`src/hw/rtl/tcce_pkg.sv`:
```
`timescale 1ns / 1ps
// Package for the text console cursor engine.
// Holds character codes, cell geometry, action codes and the shared structs.
// No dependencies.
package tcce_pkg;

    // Cell geometry in pixels.
    localparam int CELL_WIDTH  = 8;
    localparam int CELL_HEIGHT = 16;

    // Field widths.
    localparam int CODE_W   = 8;
    localparam int DIM_W    = 13;
    localparam int POS_W    = 12;
    localparam int ACTION_W = 2;
    // Working width for cursor arithmetic: room for a cursor near the top of
    // its range plus two cell steps.
    localparam int CALC_W   = DIM_W + 2;

    // Control characters.
    localparam logic [CODE_W-1:0] CODE_BACKSPACE = 8'd8;
    localparam logic [CODE_W-1:0] CODE_NEWLINE   = 8'd10;
    localparam logic [CODE_W-1:0] CODE_RETURN    = 8'd13;

    // Cell actions.
    localparam logic [ACTION_W-1:0] ACT_NONE  = 2'd0;
    localparam logic [ACTION_W-1:0] ACT_DRAW  = 2'd1;
    localparam logic [ACTION_W-1:0] ACT_ERASE = 2'd2;

    // Configuration register indexes.
    localparam int CFG_IDX_W = 2;
    localparam logic [CFG_IDX_W-1:0] CFG_DISPLAY_PRESENT = 2'd0;
    localparam logic [CFG_IDX_W-1:0] CFG_SCREEN_WIDTH    = 2'd1;
    localparam logic [CFG_IDX_W-1:0] CFG_SCREEN_HEIGHT   = 2'd2;

    // Screen geometry as seen by the cursor logic.
    typedef struct packed {
        logic             present;
        logic [DIM_W-1:0] width;
        logic [DIM_W-1:0] height;
    } geom_t;

    // One command for the drawing side.
    typedef struct packed {
        logic [ACTION_W-1:0] action;
        logic [POS_W-1:0]    cell_x;
        logic [POS_W-1:0]    cell_y;
        logic [CODE_W-1:0]   glyph;
        logic                clear;
    } cell_cmd_t;

endpackage

```
`src/hw/rtl/text_console_cursor_engine_top.sv`:
```
`timescale 1ns / 1ps
// Top level of the text console cursor engine: input register, cursor
// registers, configuration registers and result register.
// Depends on tcce_pkg and tcce_cursor_step.

// The engine takes one character code per transfer and returns one cell
// command per character, one character per clock cycle when the output side
// keeps taking results. A character is registered on input. The cursor logic
// then works on it combinationally; when the result register is free or
// emptying, the command is loaded into the result register and the cursor
// registers update together. The only loop is the cursor update itself.
// Configuration writes are always accepted and should be issued only
// while no character is in flight.
module text_console_cursor_engine_top
(
    input  logic                              clk,
    input  logic                              rst_n,
    // Character input.
    input  logic                              in_valid,
    output logic                              in_ready,
    input  logic [tcce_pkg::CODE_W-1:0]       char_code,
    // Cell command output.
    output logic                              out_valid,
    input  logic                              out_ready,
    output logic [tcce_pkg::ACTION_W-1:0]     cell_action,
    output logic [tcce_pkg::POS_W-1:0]        cell_x,
    output logic [tcce_pkg::POS_W-1:0]        cell_y,
    output logic [tcce_pkg::CODE_W-1:0]       glyph_code,
    output logic                              screen_clear,
    // Configuration writes.
    input  logic                              cfg_valid,
    output logic                              cfg_ready,
    input  logic [tcce_pkg::CFG_IDX_W-1:0]    cfg_index,
    input  logic [tcce_pkg::DIM_W-1:0]        cfg_data
);

    tcce_pkg::geom_t                 geom_reg;
    logic                            in_valid_reg;
    logic [tcce_pkg::CODE_W-1:0]     code_reg;
    logic [tcce_pkg::DIM_W-1:0]      cursor_x_reg;
    logic [tcce_pkg::DIM_W-1:0]      cursor_y_reg;
    logic [tcce_pkg::DIM_W-1:0]      cursor_x_next;
    logic [tcce_pkg::DIM_W-1:0]      cursor_y_next;
    logic                            out_valid_reg;
    tcce_pkg::cell_cmd_t             cmd_reg;
    tcce_pkg::cell_cmd_t             cmd_next;
    logic                            advance;
    logic                            in_take;

    // Configuration registers take every write.
    assign cfg_ready = 1'b1;

    always_ff @(posedge clk or negedge rst_n)
    begin
        if (!rst_n)
        begin
            geom_reg <= '0;
        end
        else if (cfg_valid)
        begin
            case (cfg_index)
                tcce_pkg::CFG_DISPLAY_PRESENT: geom_reg.present <= cfg_data[0];
                tcce_pkg::CFG_SCREEN_WIDTH:    geom_reg.width   <= cfg_data;
                tcce_pkg::CFG_SCREEN_HEIGHT:   geom_reg.height  <= cfg_data;
                default:                       geom_reg         <= geom_reg;
            endcase
        end
    end

    // The held character moves on when the result register is free or emptying.
    assign advance  = in_valid_reg && (!out_valid_reg || out_ready);
    assign in_ready = !in_valid_reg || advance;
    assign in_take  = in_valid && in_ready;

    // Input register.
    always_ff @(posedge clk or negedge rst_n)
    begin
        if (!rst_n)
        begin
            in_valid_reg <= 1'b0;
        end
        else if (in_ready)
        begin
            in_valid_reg <= in_valid;
        end
    end

    always_ff @(posedge clk)
    begin
        if (in_take)
        begin
            code_reg <= char_code;
        end
    end

    // Cursor logic between the input and result registers.
    tcce_cursor_step u_step
    (
        .geom   (geom_reg),
        .cur_x  (cursor_x_reg),
        .cur_y  (cursor_y_reg),
        .code   (code_reg),
        .next_x (cursor_x_next),
        .next_y (cursor_y_next),
        .cmd    (cmd_next)
    );

    // Cursor registers update as each character completes.
    always_ff @(posedge clk or negedge rst_n)
    begin
        if (!rst_n)
        begin
            cursor_x_reg <= '0;
            cursor_y_reg <= '0;
        end
        else if (advance)
        begin
            cursor_x_reg <= cursor_x_next;
            cursor_y_reg <= cursor_y_next;
        end
    end

    // Result register.
    always_ff @(posedge clk or negedge rst_n)
    begin
        if (!rst_n)
        begin
            out_valid_reg <= 1'b0;
        end
        else if (advance)
        begin
            out_valid_reg <= 1'b1;
        end
        else if (out_ready)
        begin
            out_valid_reg <= 1'b0;
        end
    end

    always_ff @(posedge clk)
    begin
        if (advance)
        begin
            cmd_reg <= cmd_next;
        end
    end

    assign out_valid    = out_valid_reg;
    assign cell_action  = cmd_reg.action;
    assign cell_x       = cmd_reg.cell_x;
    assign cell_y       = cmd_reg.cell_y;
    assign glyph_code   = cmd_reg.glyph;
    assign screen_clear = cmd_reg.clear;

    // A pending result reflects the cursor it left behind: a clear puts it home.
    a_clear_homes: assert property (@(posedge clk) disable iff (!rst_n)
        (out_valid_reg && cmd_reg.clear) |-> (cursor_x_reg == '0 && cursor_y_reg == '0))
        else $error("screen clear without cursor at origin");

    // Erase never comes with a screen clear.
    a_erase_no_clear: assert property (@(posedge clk) disable iff (!rst_n)
        (out_valid_reg && cmd_reg.action == tcce_pkg::ACT_ERASE) |-> !cmd_reg.clear)
        else $error("erase command with screen clear");

    // Glyph code is zero unless a glyph is drawn.
    a_glyph_zero: assert property (@(posedge clk) disable iff (!rst_n)
        (out_valid_reg && cmd_reg.action != tcce_pkg::ACT_DRAW) |-> (cmd_reg.glyph == '0))
        else $error("glyph code set without a draw");

    // No action means no cell position.
    a_none_no_pos: assert property (@(posedge clk) disable iff (!rst_n)
        (out_valid_reg && cmd_reg.action == tcce_pkg::ACT_NONE)
            |-> (cmd_reg.cell_x == '0 && cmd_reg.cell_y == '0))
        else $error("cell position set without an action");

    // An empty input register always accepts.
    a_empty_ready: assert property (@(posedge clk) disable iff (!rst_n)
        !in_valid_reg |-> in_ready)
        else $error("input stalled while empty");

    // A stalled result keeps the cursor where it is.
    a_stall_holds_cursor: assert property (@(posedge clk) disable iff (!rst_n)
        (out_valid_reg && !out_ready) |=> ($stable(cursor_x_reg) && $stable(cursor_y_reg)))
        else $error("cursor moved while the result was stalled");

endmodule

```
`src/hw/rtl/tcce_cursor_step.sv`:
```
`timescale 1ns / 1ps
// Cursor update for one character: next cursor position and the cell command.
// Depends on tcce_pkg.
module tcce_cursor_step
(
    input  tcce_pkg::geom_t                   geom,
    input  logic [tcce_pkg::DIM_W-1:0]        cur_x,
    input  logic [tcce_pkg::DIM_W-1:0]        cur_y,
    input  logic [tcce_pkg::CODE_W-1:0]       code,
    output logic [tcce_pkg::DIM_W-1:0]        next_x,
    output logic [tcce_pkg::DIM_W-1:0]        next_y,
    output tcce_pkg::cell_cmd_t               cmd
);

    localparam logic [tcce_pkg::CALC_W-1:0] CW = tcce_pkg::CALC_W'(tcce_pkg::CELL_WIDTH);
    localparam logic [tcce_pkg::CALC_W-1:0] CH = tcce_pkg::CALC_W'(tcce_pkg::CELL_HEIGHT);

    // Walk the backspace and print rules on widened copies of the cursor.
    always_comb
    begin
        logic [tcce_pkg::CALC_W-1:0] x;
        logic [tcce_pkg::CALC_W-1:0] y;
        logic [tcce_pkg::CALC_W-1:0] sw;
        logic [tcce_pkg::CALC_W-1:0] sh;
        logic                        ready;

        x     = tcce_pkg::CALC_W'(cur_x);
        y     = tcce_pkg::CALC_W'(cur_y);
        sw    = tcce_pkg::CALC_W'(geom.width);
        sh    = tcce_pkg::CALC_W'(geom.height);
        ready = geom.present && (geom.width != '0) && (geom.height != '0);
        cmd   = '0;

        if (ready)
        begin
            if (code == tcce_pkg::CODE_BACKSPACE)
            begin
                // Step back one cell, wrapping to the end of the line above.
                if (x >= CW)
                begin
                    x          = x - CW;
                    cmd.action = tcce_pkg::ACT_ERASE;
                    cmd.cell_x = x[tcce_pkg::POS_W-1:0];
                    cmd.cell_y = y[tcce_pkg::POS_W-1:0];
                end
                else if (y >= CH)
                begin
                    y          = y - CH;
                    x          = (sw >= CW) ? (sw - CW) : '0;
                    cmd.action = tcce_pkg::ACT_ERASE;
                    cmd.cell_x = x[tcce_pkg::POS_W-1:0];
                    cmd.cell_y = y[tcce_pkg::POS_W-1:0];
                end
            end
            else
            begin
                if (code == tcce_pkg::CODE_NEWLINE)
                begin
                    x = '0;
                    y = y + CH;
                end
                else if (code == tcce_pkg::CODE_RETURN)
                begin
                    x = '0;
                end
                else
                begin
                    // Upper half codes advance without drawing.
                    if (!code[tcce_pkg::CODE_W-1])
                    begin
                        cmd.action = tcce_pkg::ACT_DRAW;
                        cmd.cell_x = x[tcce_pkg::POS_W-1:0];
                        cmd.cell_y = y[tcce_pkg::POS_W-1:0];
                        cmd.glyph  = code;
                    end
                    x = x + CW;
                end

                // Wrap when the next cell does not fit on the line.
                if ((x + CW) > sw)
                begin
                    x = '0;
                    y = y + CH;
                end

                // Clear the screen when the next line does not fit.
                if ((y + CH) > sh)
                begin
                    cmd.clear = 1'b1;
                    x         = '0;
                    y         = '0;
                end
            end
        end

        next_x = ready ? x[tcce_pkg::DIM_W-1:0] : cur_x;
        next_y = ready ? y[tcce_pkg::DIM_W-1:0] : cur_y;
    end

endmodule

```
`config.mk`:
```
export PLATFORM = sky130hd
export DESIGN_NAME = text_console_cursor_engine_top
export DESIGN_NICKNAME = d
export VERILOG_FILES = /design/src/hw/rtl/tcce_pkg.sv /design/src/hw/rtl/text_console_cursor_engine_top.sv /design/src/hw/rtl/tcce_cursor_step.sv
export SDC_FILE = /design/constraint.sdc
export NUM_CORES = 1
export LEC_CHECK = 0
export BUFFER_PORTS_ARGS = -buffer_cell sky130_fd_sc_hd__buf_2
export CAP_MARGIN = 20
export CORE_MARGIN = 2
export CORE_UTILIZATION = 30
export DETAILED_ROUTE_END_ITERATION = 8
export GPL_TIMING_DRIVEN = 0
export PLACE_DENSITY = 0.55
export SLEW_MARGIN = 20
export SYNTH_ARGS = -nofsm -noshare
export SYNTH_HDL_FRONTEND = slang
export SYNTH_SLANG_ARGS = --single-unit
export TNS_END_PERCENT = 100
```
`constraint.sdc`:
```
create_clock -name clk -period 9.3 [get_ports clk]
set_input_delay 1.395 -clock clk [delete_from_list [all_inputs] [get_ports clk]]
set_output_delay 1.395 -clock clk [all_outputs]
set_load 0.01 [all_outputs]
```
; ---- Yosys cells after proc, flatten, opt, wreduce, memory -nomap -nowiden
; Cells that the tools add are included.
[totals]
regBits = 98
inputBits = 28
out_inout_bits = 38
word_cells = 85
[op_classes]
addsub = 8
n_lt_le_gt_ge = 5
eq_ne = 8
muxes = 29
bitwise = 1
n_reduce_logical = 20
[op_table]
columns = op, n
row1 = 15-bit two-way mux, 10
row2 = 13-bit two-way mux, 10
row3 = 26-bit two-way mux, 3
row4 = 34-bit two-way mux, 2
row5 = 33-bit two-way mux, 1
row6 = "15-bit by 5-bit adder with 15-bit output, second input constant", 2
row7 = 15-bit by 13-bit greater-than comparator with 1-bit output, 2
row8 = "13-bit by 4-bit greater-or-equal comparator with 1-bit output, second input constant", 2
row9 = 13-bit nonzero test, 2
row10 = "13-bit by 4-bit subtractor with 13-bit output, second input constant", 2
row11 = "8-bit by 4-bit equality test with 1-bit output, second input constant", 3
row12 = "15-bit by 4-bit adder with 15-bit output, second input constant", 1
row13 = "13-bit by 4-bit adder with 14-bit output, second input constant", 1
row14 = "13-bit by 5-bit adder with 14-bit output, second input constant", 1
row15 = "13-bit by 5-bit greater-or-equal comparator with 1-bit output, second input constant", 1
row16 = "13-bit by 5-bit subtractor with 13-bit output, second input constant", 1
row17 = 2-bit AND reduction, 3
row18 = 5-bit OR reduction, 1
row19 = 1-bit logical AND, 4
row20 = "2-bit inequality test, second input constant", 2
row21 = 4-bit AND reduction, 1
row22 = 4-bit OR reduction, 1
row23 = 1-bit two-way mux, 3
row24 = "3-bit inequality test, second input constant", 1
row25 = 9 further kinds, 11

; ---- Depth between registers and ports, before layout
; Gate-level depths: netlist (run 1).
[depth]
word_depth = 14
depth_mapped = 31
depth_no_buf = 31

; ---- By module
; A second synthesis (run 1) with hierarchy kept.
[hier_totals]
cells_unflattened = 780
area_unflattened_um2 = 7315.8
[by_module_without_submodules]
columns = module, instances, cells_per_inst, area_per_inst_um2
row1 = tcce_cursor_step, 1, 613, 3813.7
row2 = text_console_cursor_engine_top, 1, 167, 3502.1

; ---- Least setup slack after synthesis (run 1)
; Ideal clock, no wire load.
[synth_timing]
path_type = register to register
startpoint = register code_reg[4] (netlist bit)
endpoint = register cursor_x_reg[12] (netlist bit)
setup_ps = 65
arrival_time_ps = 5873
required_ps = 9235
setup_slack_ps = 3362
stages_incl_launch_ff = 28
path_cell_list = edfxtp_1 -> or4b_1 -> a211oi_2 -> clkbuf_1 -> nor2_1 -> ha_1 -> nand3_1 -> nor3_1 -> xor2_1 -> nor2_1 -> ha_1 -> a2111oi_0 -> o21a_1 -> o32a_1 -> nand2_1 -> or3_1 -> a2111oi_2 -> nand2_1 -> xnor2_1 -> ha_1 -> nor3_1 -> o21ai_0 -> a211oi_1 -> nor3_1 -> or3_1 -> a31o_2 -> o221ai_1 -> o21a_1
[synth_between]
elab_chain_cells = 14
elab_cells_between_ends = 23
classes_between = add/sub: 3 / order compare: 2 / eq/ne: 4 / mux: 13 / reduce/logical: 1
[synth_rtl]
columns = item, line
row1 = from (decl), text_console_cursor_engine_top.sv:39  ; logic [tcce_pkg::CODE_W-1:0] code_reg;
row2 = from (signal assigned), text_console_cursor_engine_top.sv:92  ; code_reg <= char_code;
row3 = 8-bit by 4-bit equality test with 1-bit output, tcce_cursor_step.sv:62  ; else if (code == tcce_pkg::CODE_RETURN)
row4 = 15-bit two-way mux, tcce_cursor_step.sv:62
row5 = 15-bit two-way mux, tcce_cursor_step.sv:57  ; if (code == tcce_pkg::CODE_NEWLINE)
row6 = 15-bit two-way mux, tcce_cursor_step.sv:36  ; if (code == tcce_pkg::CODE_BACKSPACE)
row7 = 15-bit two-way mux, tcce_cursor_step.sv:34  ; if (ready)
row8 = 15-bit by 4-bit adder with 15-bit output, tcce_cursor_step.sv:80  ; if ((x + CW) > sw)
row9 = 15-bit by 13-bit greater-than comparator with 1-bit output, tcce_cursor_step.sv:80
row10 = 15-bit two-way mux, tcce_cursor_step.sv:80
row11 = 15-bit two-way mux, tcce_cursor_step.sv:36
row12 = 15-bit two-way mux, tcce_cursor_step.sv:34
row13 = 15-bit by 5-bit adder with 15-bit output, tcce_cursor_step.sv:87  ; if ((y + CH) > sh)
row14 = 15-bit by 13-bit greater-than comparator with 1-bit output, tcce_cursor_step.sv:87
row15 = 13-bit two-way mux, tcce_cursor_step.sv:87
row16 = 13-bit two-way mux, tcce_cursor_step.sv:36
row17 = to (signal assigned), text_console_cursor_engine_top.sv:118  ; cursor_x_reg <= cursor_x_next;
row18 = to (decl), text_console_cursor_engine_top.sv:40  ; logic [tcce_pkg::DIM_W-1:0] cursor_x_reg;
; Several ways; a longest one is shown, not always the timed one. The select of a mux whose other input is x is not followed.
; A chain may end at the register's enable or synchronous reset.

; ---- Worst setup path in the final report (run 1)
[layout_timing]
startpoint = register code_reg[7] (netlist bit)
endpoint = register cursor_x_reg[5] (netlist bit)
; The elaborated chain is that of the path after synthesis.

==> impl_results.rst, run 1 <==
.. list-table::
   :header-rows: 1

   * - Metric
     - Value
   * - Total of flip-flops plus latches after synthesis
     - 90
   * - Syn Inst Count
     - 732
   * - Total power divided by cell area
     - 256 nW/um2
   * - Commonest cells post-synth
     - 52 x nand2_1, 51 x dfrtp_1, 49 x nor2_1
   * - Number of buffers added by the clock tree synthesis step
     - 9
   * - Aggregate routed wire length
     - 19,300 um
   * - Critical path required time
     - 9.54 ns
   * - Netlist area before placement
     - 6600 um2
   * - Initial detailed-routing violation count
     - 468
   * - Overall Power
     - 0.00194 W
   * - Ratio of final minimum period to clock period
     - 83.2%
   * - Critical Path Max Stage Delay
     - 0.57 ns
   * - Setup crit start kind
     - register
   * - Initial cell density of the core
     - 30.4%
   * - Most common cell in the netlist
     - nand2_1
   * - Die width
     - 152 um
   * - Worst path arrival time
     - 7.98 ns
   * - Worst ir drop on vdd
     - 99.4 uV
   * - Combinational fraction of design power
     - 51.6%
   * - Die H
     - 152 um
   * - RR Endpoint
     - cursor_x_reg[5]$_DFFE_PN0P_
   * - Sum of overflow across all layers after global routing
     - 0
   * - Top cells by area in the synthesized netlist
     - dfrtp_1 19%, edfxtp_1 18%, ha_1 5.9%
   * - Number of failing setup endpoints in the final timing report
     - 0
   * - Quantity of gates resized following cts
     - 0
   * - Clock network power share
     - 20.2%
   * - Number of warnings reported in the yosys synthesis log
     - 0
   * - Share of power burned in registers
     - 28.2%
   * - Layout cell share with drive strength beyond 1
     - 17.9%
   * - Critical path endpoint category
     - register
   * - Synth unique cells
     - 75
   * - Portion of synthesized cell area occupied by the leading cell type
     - 19.3%
   * - Fraction of synthesis flops using an asynchronous set or reset pin
     - 56.7%
   * - Die area
     - 23,200 um2
   * - Area added between synthesis and finish
     - 15.1%
   * - Sum of negative setup slack
     - 0 ns
   * - Cell chosen for the clock root
     - clkbuf_16
   * - Psw
     - 0.000872 W
   * - Switching power as a share of total power
     - 44.9%
   * - R2R cell count
     - 29
   * - Leakage power of the design
     - 3.00 nW
   * - Antenna Violating Nets Remaining
     - 0
   * - Clk Latency, worst-skew pair
     - 0.36 ns
   * - TritonCTS clock tree
     - done
   * - Wire length of the first global-routing pass
     - 30,600 um
   * - Number of iterations in the first detailed-routing pass
     - 6
   * - Final critical-path required period
     - 7.74 ns
   * - Worst slew margin relative to its limit
     - 25.6%
   * - # Post-CTS Setup Buffers
     - 0
   * - Slew of the pin with the lowest slew margin
     - 1.11 ns
   * - Leading area contributor after synthesis
     - dfrtp_1
   * - Largest buffer count on any clock path
     - 2
   * - Maximum number of pins on one net before global-route repair
     - 52
   * - Fraction of the core area covered by cells at the end of the flow
     - 35.0%
   * - Hold_ws
     - 0.505 ns
   * - Cell repeated most along the worst path
     - nand2_1
   * - Count of input and output buffers
     - 63
   * - EDFF count, synth
     - 39
   * - Detailed-route wire length per cell
     - 17.7 um
   * - Site row count
     - 54
   * - Run status
     - finished, final reports clean
   * - GPL Wtd Cong
     - 0.915
   * - Total DRC errors in the routed layout
     - 0
   * - Placed cell count
     - 1,076
   * - Hold buffers post-CTS
     - 0
   * - Launch instance of the worst register-to-register path
     - code_reg[7]$_DFFE_PP_
   * - Clk sinks
     - 90
   * - Max Freq
     - 129 MHz
   * - DP Wirelength
     - 14,700 um
   * - Int Power
     - 0.00107 W
   * - CORE AREA
     - 21,700 um2
   * - Buffers & Inverters on Critical Path
     - 1
   * - Count of final hold-check violations
     - 0
   * - Slowest cell on the critical path
     - or4b_1
   * - Via Count
     - 5,845
   * - Maximum fanout encountered on the critical timing path
     - 10
   * - Number of max-cap violations
     - 0
   * - Via count normalized by instance count
     - 5.35
   * - Final cell count without fillers
     - 1,092
   * - Final slew viol count
     - 0
   * - Clock transition at the registers of the reported paths
     - 0.07 ns
   * - Overall Global Routing Usage
     - 16.6%
   * - Sequential fraction of the synthesis area
     - 37.1%
   * - Boundary pin count
     - 66
   * - Setup repair after global routing missed its margin
     - no
   * - WHS Path Cells
     - 1
   * - Hold Path Class
     - register to register
   * - Final antenna diode count
     - 0
   * - Number of flip-flops in the largest register
     - 27
   * - Syn avg cell area
     - 9.02 um2
   * - Dominant synthesized flop cell
     - dfrtp_1
   * - Vias in the first global route
     - 5,375
   * - Count of nets after finishing
     - 866
   * - Critical path's top delay family
     - simple AND/OR/NAND/NOR gates
   * - Slack of the worst reg-to-reg path
     - 1.56 ns
   * - Largest clock skew in the final design
     - 0.0165 ns
   * - Worst hold path endpoint
     - out_valid$_DFFE_PN0P_
   * - Number of levels the H-tree was split into
     - 3
   * - Hold path startpoint
     - in_valid_reg$_DFFE_PN0N_
   * - Critical Setup Path Class
     - register to register
   * - Filler Cells Inserted
     - 2,277
   * - Initial antenna violation count
     - 0
per-stage QoR:
step | instance area [um2] | setup WS [ns]
2_1_floorplan | 6600 | 3.36
3_3_place_gp | 7270 | 1.61
3_5_place_dp | 7270 | 1.59
4_1_cts | 7590 | 1.54
5_1_grt | 7590 | 0.938
6_report | 7590 | 1.56
power groups by stage:
stage               logic, W  registers, W  clock network (W)
floorplan           0.000720      0.000546                  0
global placement    0.000989      0.000554                  0
detailed placement  0.000985      0.000555                  0
CTS                 0.000992      0.000547           0.000404
global route         0.00111      0.000557           0.000422
finish               0.00100      0.000547           0.000393
per-layer routing:
metal  track usage (%)  share of wire (%)  vias up
met5                 0                  0        -
met4              3.20               0.95        0
met3              3.10                6.2       18
met2              25.1                 44      208
met1              24.7                 49     2775
li1                  -                  -     2844
kinds of logic (layout without fill, tap and decap cells):
group           after synthesis  in the layout  share of synthesized area (%)
mux                          28             28                           4.76
other cells                   2              3                          0.114
simple gates                286            286                           23.3
flops                        90             90                           37.1
compound gates              158            158                           16.8
fa+ha+maj                    31             31                           5.88
buf+inv                      88            167                           5.59
xor+xnor                     49             49                           6.50
worst reg2reg max path, delay by kind of cell (launching register included):
family | cells | cell delay [ns]
adders and majority gates | 3 | 0.86
and+or+nand+nor | 13 | 2.96
AOI/OAI and AO/OA | 9 | 2.26
xor gates and xnor gates | 3 | 0.70
buffers and inverters | 1 | 0.41
DFF | 1 | 0.45
cell usage in the layout, fill, tap and decap left out, types with 18 or more instances in the layout:
master and n:
a21oi_1 28, o21ai_0 34, nor3_1 30, xnor2_1 30, inv_1 38, mux2_2 27
dfrtp_1 51, nor2_1 49, nand3_1 42, edfxtp_1 39, clkbuf_1 31, nand2_1 52
buf_2 69, ha_1 31, nor4_1 18, xor2_1 19
worst max-delay path by stage:
stage | startpoint | to | slack (ns) | cells past startpoint
2_1_floorplan | code_reg[4]$_DFFE_PP_ | cursor_x_reg[12]$_DFFE_PN0P_ | 3.36 | 27
3_3_place_gp | code_reg[7]$_DFFE_PP_ | cursor_x_reg[5]$_DFFE_PN0P_ | 1.61 | 29
3_5_place_dp | code_reg[7]$_DFFE_PP_ | cursor_x_reg[5]$_DFFE_PN0P_ | 1.59 | 29
4_1_cts | code_reg[7]$_DFFE_PP_ | cursor_x_reg[5]$_DFFE_PN0P_ | 1.54 | 29
5_1_grt | code_reg[7]$_DFFE_PP_ | cursor_x_reg[5]$_DFFE_PN0P_ | 0.94 | 30
6_report | code_reg[7]$_DFFE_PP_ | cursor_x_reg[5]$_DFFE_PN0P_ | 1.56 | 29
cell type report:
type,count,area [um2],share of cell area [%]
tap,280,350,4.61
multi-input combinational,555,3790,49.9
buffer,49,223,2.93
clock inverter,7,91.3,1.20
clock buffer,9,225,2.97
timing repair buffer,63,318,4.19
sequential,90,2450,32.2
inverter,39,146,1.93
Power figures use the tool's default switching activity.
==> run 2, diff against run 1 <==
==> constraint.sdc (replaced) <==
create_clock -name clk -period 7.7 [get_ports clk]
set_input_delay 1.155 -clock clk [delete_from_list [all_inputs] [get_ports clk]]
set_output_delay 1.155 -clock clk [all_outputs]
set_load 0.01 [all_outputs]
==> run 2 against run 1 <==
Compared with the run above:
- non-clock buffer count rose by 4
- largest cell class unchanged
- hold slack about the same
- cell area is 1.0% higher
- first-iteration DRC count fell by 9.2%
- sequential power up 21%
- cell count rose by 0.37%
- critical path depth increased by 1
==> impl_results.rst, run 2 (synthesized netlist as in run 1, its figures left out) <==
.. list-table::
   :header-rows: 1

   * - Metric
     - Value
   * - Area taken by multi-input logic gates
     - 3840 um2
   * - Hold_ws
     - 0.506 ns
   * - Launching instance or port of the critical path
     - code_reg[7]$_DFFE_PP_
   * - Number of failing setup endpoints in the final timing report
     - 0
   * - Clk Latency, worst-skew pair
     - 0.36 ns
   * - Worst path arrival time
     - 7.44 ns
   * - Die width
     - 152 um
   * - Total DRC errors in the routed layout
     - 0
   * - Number of max-cap violations
     - 0
   * - Cell repeated most along the worst path
     - nand2_1
   * - Setup crit start kind
     - register
   * - Worst slew margin relative to its limit
     - 25.2%
   * - Most common library cell in the layout ignoring fill and taps
     - buf_2
   * - Switching power as a share of total power
     - 44.8%
   * - Site row count
     - 54
   * - Critical path's top delay family
     - simple AND/OR/NAND/NOR gates
   * - Maximum fanout encountered on the critical timing path
     - 7
   * - Launch instance of the worst register-to-register path
     - code_reg[7]$_DFFE_PP_
   * - Initial detailed-routing violation count
     - 425
   * - Number of buffers added by the clock tree synthesis step
     - 9
   * - Highest-count cells in the layout ignoring fill and taps
     - 69 x buf_2, 52 x nand2_1, 51 x dfrtp_1
   * - Worst setup slack after placement
     - -0.00734 ns
   * - Run status
     - finished, final reports clean
   * - Final slew viol count
     - 0
   * - Critical Setup Path Class
     - register to register
   * - Max Freq
     - 139 MHz
   * - Largest buffer count on any clock path
     - 2
   * - Via count normalized by instance count
     - 5.37
   * - Final cell count without fillers
     - 1,096
   * - Via Count
     - 5,881
   * - Hold Path Class
     - register to register
   * - Filler Cells Inserted
     - 2,277
   * - Fraction of the core area covered by cells at the end of the flow
     - 35.4%
   * - Sum of overflow across all layers after global routing
     - 0
   * - Slew of the pin with the lowest slew margin
     - 1.11 ns
   * - Critical path endpoint category
     - register
   * - Clk sinks
     - 90
   * - Aggregate routed wire length
     - 19,400 um
   * - Slowest cell on the critical path
     - or4b_1
   * - Clock network power share
     - 20.0%
   * - Layout cell share with drive strength beyond 1
     - 18.6%
   * - Largest clock skew in the final design
     - 0.0164 ns
   * - Die area
     - 23,200 um2
   * - Total power divided by cell area
     - 310 nW/um2
   * - Overall Global Routing Usage
     - 16.6%
   * - Cell area after placement
     - 7270 um2
   * - Worst ir drop on vdd
     - 121 uV
   * - Critical path required time
     - 7.94 ns
   * - Int Power
     - 0.00131 W
   * - Leakage power of the design
     - 3.03 nW
   * - Antenna Violating Nets Remaining
     - 0
   * - Initial antenna violation count
     - 0
   * - Area added between synthesis and finish
     - 16.2%
   * - Number of flip-flops in the largest register
     - 27
   * - Wire length of the first global-routing pass
     - 30,600 um
   * - Ratio of final minimum period to clock period
     - 93.5%
   * - CORE AREA
     - 21,700 um2
   * - Hold path startpoint
     - in_valid_reg$_DFFE_PN0N_
   * - Clock transition at the registers of the reported paths
     - 0.07 ns
   * - Initial cell density of the core
     - 30.4%
   * - Die H
     - 152 um
   * - Critical Path Max Stage Delay
     - 0.61 ns
   * - Detailed-route wire length per cell
     - 17.7 um
   * - Final critical-path required period
     - 7.20 ns
   * - Vias in the first global route
     - 5,375
   * - Storage cell area
     - 2450 um2
   * - Share of power burned in registers
     - 27.8%
   * - GPL Wtd Cong
     - 0.915
   * - Cell area after layout
     - 7670 um2
   * - Count of input and output buffers
     - 63
   * - Combinational fraction of design power
     - 52.2%
   * - PnR worst setup slack
     - 0.499 ns
   * - TritonCTS clock tree
     - done
   * - Maximum number of pins on one net before global-route repair
     - 52
   * - Psw
     - 0.00106 W
   * - Buffers & Inverters on Critical Path
     - 1
   * - Number of levels the H-tree was split into
     - 3
   * - Cell chosen for the clock root
     - clkbuf_16
   * - DP Wirelength
     - 14,700 um
   * - Final antenna diode count
     - 0
   * - Number of iterations in the first detailed-routing pass
     - 5
   * - Boundary pin count
     - 66
   * - Count of final hold-check violations
     - 0
   * - Placed cell count
     - 1,076
   * - Count of nets after finishing
     - 870
[run 2: what timing repair did]
action | 4_1_cts | 5_1_grt
gates resized for setup | 1 | 6
buffers inserted | 0 | 4
pin swaps | 0 | 4
hold buffers | 0 | 0
setup endpoints to repair | 2 | 13
[run 2: final cells by class]
class                   count  area share [%]
clock buffers               9            2.94
flip-flops and latches     90            31.9
clock inverters             7            1.19
multi-input cells         555            50.0
repair buffers             67            4.54
well taps                 280            4.57
plain buffers              49            2.92
inverters                  39            1.91
[run 2: per-stage QoR]
stage | TNS (ns) | power [W]
after CTS | 0 | 0.00235
after detailed placement | -0.00734 | 0.00186
after global routing | -0.00471 | 0.00255
final | 0 | 0.00238
after global placement | 0 | 0.00186
after floorplan | 0 | 0.00153
[run 2: power groups by stage]
stage,registers [W],clock network (W),logic (W)
finish,0.000660,0.000476,0.00124
global route,0.000672,0.000510,0.00137
CTS,0.000660,0.000488,0.00120
detailed placement,0.000670,0,0.00119
global placement,0.000669,0,0.00119
floorplan,0.000659,0,0.000869
[run 2: final timing paths]
check / to / slack, ns / cells after the start
min in group asynchronous: geom_reg[12]$_DFFE_PN0P_ / 0.86 / 1
setup / recovery: cursor_x_reg[5]$_DFFE_PN0P_ / 0.50 / 30
hold / removal: out_valid$_DFFE_PN0P_ / 0.51 / 1
max in group asynchronous: cursor_x_reg[9]$_DFFE_PN0P_ / 6.35 / 1
hold reg to reg: out_valid$_DFFE_PN0P_ / 0.51 / 1
setup reg to reg: cursor_x_reg[5]$_DFFE_PN0P_ / 0.50 / 30
[run 2: metal layers]
layer	track usage, %	part of all wire (%)	vias up
met2	25.1	44	234
li1	-	-	2851
met3	3.10	7.9	16
met4	3.20	0.86	0
met1	24.7	47	2780
met5	0	0	-
==> run 3, diff against run 2 <==
--- a/config.mk
+++ b/config.mk
@@ -12,6 +12,7 @@
 export DETAILED_ROUTE_END_ITERATION = 8
 export GPL_TIMING_DRIVEN = 0
 export PLACE_DENSITY = 0.55
+export REMOVE_ABC_BUFFERS = 1
 export SLEW_MARGIN = 20
 export SYNTH_ARGS = -nofsm -noshare
 export SYNTH_HDL_FRONTEND = slang
==> constraint.sdc (replaced) <==
create_clock -name clk -period 8.4 [get_ports clk]
set_input_delay 1.26 -clock clk [delete_from_list [all_inputs] [get_ports clk]]
set_output_delay 1.26 -clock clk [all_outputs]
set_load 0.01 [all_outputs]
==> run 3 against run 2 <==
Compared with the run above:
- cell count down 4.7%
- core utilization down 1.2 points
- first-iteration DRC count up 4.2%
- total power down 13%
- combinational power down 23%
- routed wire length down 5.4%
- hold slack worse by 0.0013 ns
- sequential power up 6.8%
- clock power down 11%
- register-to-register slack better by 0.48 ns
- critical endpoint is now cursor_x_reg[7]$_DFFE_PN0P_
- largest cell class unchanged
==> impl_results.rst, run 3 (synthesized netlist as in run 1, its figures left out) <==
.. list-table::
   :header-rows: 1

   * - Metric
     - Value
   * - Vias in the first global route
     - 5,264
   * - Slew of the pin with the lowest slew margin
     - 1.05 ns
   * - Clk Latency, worst-skew pair
     - 0.36 ns
   * - Initial detailed-routing violation count
     - 443
   * - GPL Wtd Cong
     - 0.872
   * - Max Freq
     - 135 MHz
   * - Die area
     - 23,200 um2
   * - Critical path required time
     - 8.68 ns
   * - Initial antenna violation count
     - 0
   * - Aggregate routed wire length
     - 18,300 um
   * - Clock transition at the registers of the reported paths
     - 0.07 ns
   * - # Post-CTS Setup Buffers
     - 0
   * - Wire length of the first global-routing pass
     - 29,600 um
   * - Final critical-path required period
     - 7.42 ns
   * - Total power divided by cell area
     - 281 nW/um2
   * - Area added between synthesis and finish
     - 12.1%
   * - Most crowded layer after global routing
     - met1
   * - Number of iterations in the first detailed-routing pass
     - 4
   * - Worst ir drop on vdd
     - 96.0 uV
   * - Most common library cell in the layout ignoring fill and taps
     - buf_2
   * - Critical path endpoint category
     - register
   * - Launching instance or port of the critical path
     - cursor_x_reg[3]$_DFFE_PN0P_
   * - Slack of the worst reg-to-reg path
     - 0.98 ns
   * - Worst path arrival time
     - 7.70 ns
   * - Hold buffers post-CTS
     - 0
   * - Count of nets after finishing
     - 820
   * - Global-route met2 utilization
     - 22.7%
   * - R2R cell count
     - 29
   * - Cell chosen for the clock root
     - clkbuf_16
   * - Detailed-route wire length per cell
     - 17.5 um
   * - Slowest cell on the critical path
     - a311oi_2
   * - Met3 demand-to-capacity share in global routing
     - 3.04%
   * - Die H
     - 152 um
   * - Count of input and output buffers
     - 63
   * - Sum of negative setup slack
     - 0 ns
   * - Number of max-cap violations
     - 0
   * - Maximum fanout encountered on the critical timing path
     - 11
   * - Setup repair after global routing missed its margin
     - no
   * - Sum of overflow across all layers after global routing
     - 0
   * - Filler Cells Inserted
     - 2,241
   * - Final antenna diode count
     - 0
   * - Boundary pin count
     - 66
   * - Overall Global Routing Usage
     - 15.9%
   * - Critical Setup Path Class
     - register to register
   * - Layout cell share with drive strength beyond 1
     - 17.6%
   * - Clk sinks
     - 90
   * - Number of buffers added by the clock tree synthesis step
     - 9
   * - Largest buffer count on any clock path
     - 2
   * - Die width
     - 152 um
   * - Via count normalized by instance count
     - 5.42
   * - Setup crit start kind
     - register
   * - Site row count
     - 54
   * - TritonCTS clock tree
     - done
   * - Largest clock skew in the final design
     - 0.0107 ns
   * - Maximum number of pins on one net before global-route repair
     - 52
   * - Number of flip-flops in the largest register
     - 27
   * - Number of levels the H-tree was split into
     - 3
   * - Hold Path Class
     - register to register
   * - Count of final hold-check violations
     - 0
   * - Via Count
     - 5,669
   * - Highest-count cells in the layout ignoring fill and taps
     - 62 x buf_2, 52 x nand2_1, 51 x dfrtp_1
   * - Leakage power of the design
     - 2.90 nW
   * - Total DRC errors in the routed layout
     - 0
   * - Overall Power
     - 0.00208 W
   * - Critical Path Max Stage Delay
     - 0.77 ns
   * - Launch instance of the worst register-to-register path
     - cursor_x_reg[3]$_DFFE_PN0P_
   * - CORE AREA
     - 21,700 um2
   * - DP Wirelength
     - 13,700 um
   * - Run status
     - finished, final reports clean
   * - Final slew viol count
     - 0
   * - Ratio of final minimum period to clock period
     - 88.4%
   * - Number of failing setup endpoints in the final timing report
     - 0
   * - Initial cell density of the core
     - 30.4%
   * - GR Layer Usage met1
     - 24.4%
   * - Endpoint of the worst setup timing path
     - cursor_x_reg[7]$_DFFE_PN0P_
   * - Cell repeated most along the worst path
     - ha_1
   * - Quantity of gates resized following cts
     - 0
   * - Antenna Violating Nets Remaining
     - 0
   * - Worst slew margin relative to its limit
     - 29.3%
   * - RR Endpoint
     - cursor_x_reg[7]$_DFFE_PN0P_
run 3: cell count changes in the layout (fill, tap and decap cells not counted), moves of 2 or more:
cell,delta
inv_6,-2
buf_4,-9
a2111oi_2,+2
buf_2,-7
a2111oi_4,-2
buf_1,-3
clkinvlp_4,+2
clkbuf_1,-30
run 3: worst max-delay path, delay by kind of cell, from the launching register on:
| family | cells | cell delay [ns] |
|---|---|---|
| simple gates | 12 | 2.32 |
| compound gates | 6 | 2.15 |
| fa+ha+maj | 5 | 1.35 |
| flops | 1 | 0.58 |
| xor+xnor | 3 | 0.47 |
| buf+inv | 3 | 0.44 |
run 3: worst min path at each step:
stage | slack [ns] | from | end | cells past startpoint
finish | 0.50 | in_valid_reg$_DFFE_PN0N_ | out_valid$_DFFE_PN0P_ | 1
global route | 0.53 | in_valid_reg$_DFFE_PN0N_ | out_valid$_DFFE_PN0P_ | 1
CTS | 0.50 | in_valid_reg$_DFFE_PN0N_ | out_valid$_DFFE_PN0P_ | 1
detailed placement | 0.49 | in_valid_reg$_DFFE_PN0N_ | out_valid$_DFFE_PN0P_ | 1
global placement | 0.48 | in_valid_reg$_DFFE_PN0N_ | out_valid$_DFFE_PN0P_ | 1
floorplan | 0.46 | in_valid_reg$_DFFE_PN0N_ | out_valid$_DFFE_PN0P_ | 1
run 3: where the power goes:
group | internal (W) | switching [W]
Combinational | 0.000375 | 0.000573
Clock | 0.000233 | 0.000191
Sequential | 0.000544 | 0.000161
run 3: routing by layer:
layer  share of wire, %  vias to the layer above
met2                 41                      193
met4                1.5                        0
met3                6.1                       19
met5                  0                        -
li1                   -                     2756
met1                 52                     2701
run 3: cell type report:
type                       instances  area [um2]  area share, %
clock buffer                       9         225           3.04
tap                              280         350           4.73
sequential                        90        2450           33.1
clock inverter                     6        75.1           1.01
timing repair buffer              66         340           4.60
inverter                          39         146           1.98
multi-input combinational        555        3810           51.6
run 3: through the flow:
step	worst slack (ns)	hold slack (ns)	util [%]	cell area [um2]	instances
floorplan	2.45	0.457	-	6380	684
global placement	0.781	0.482	32.5	7050	1027
detailed placement	0.838	0.490	32.7	7090	1030
CTS	0.769	0.503	34.1	7390	1045
global route	0.341	0.530	34.1	7400	1045
finish	0.978	0.504	34.1	7400	1045
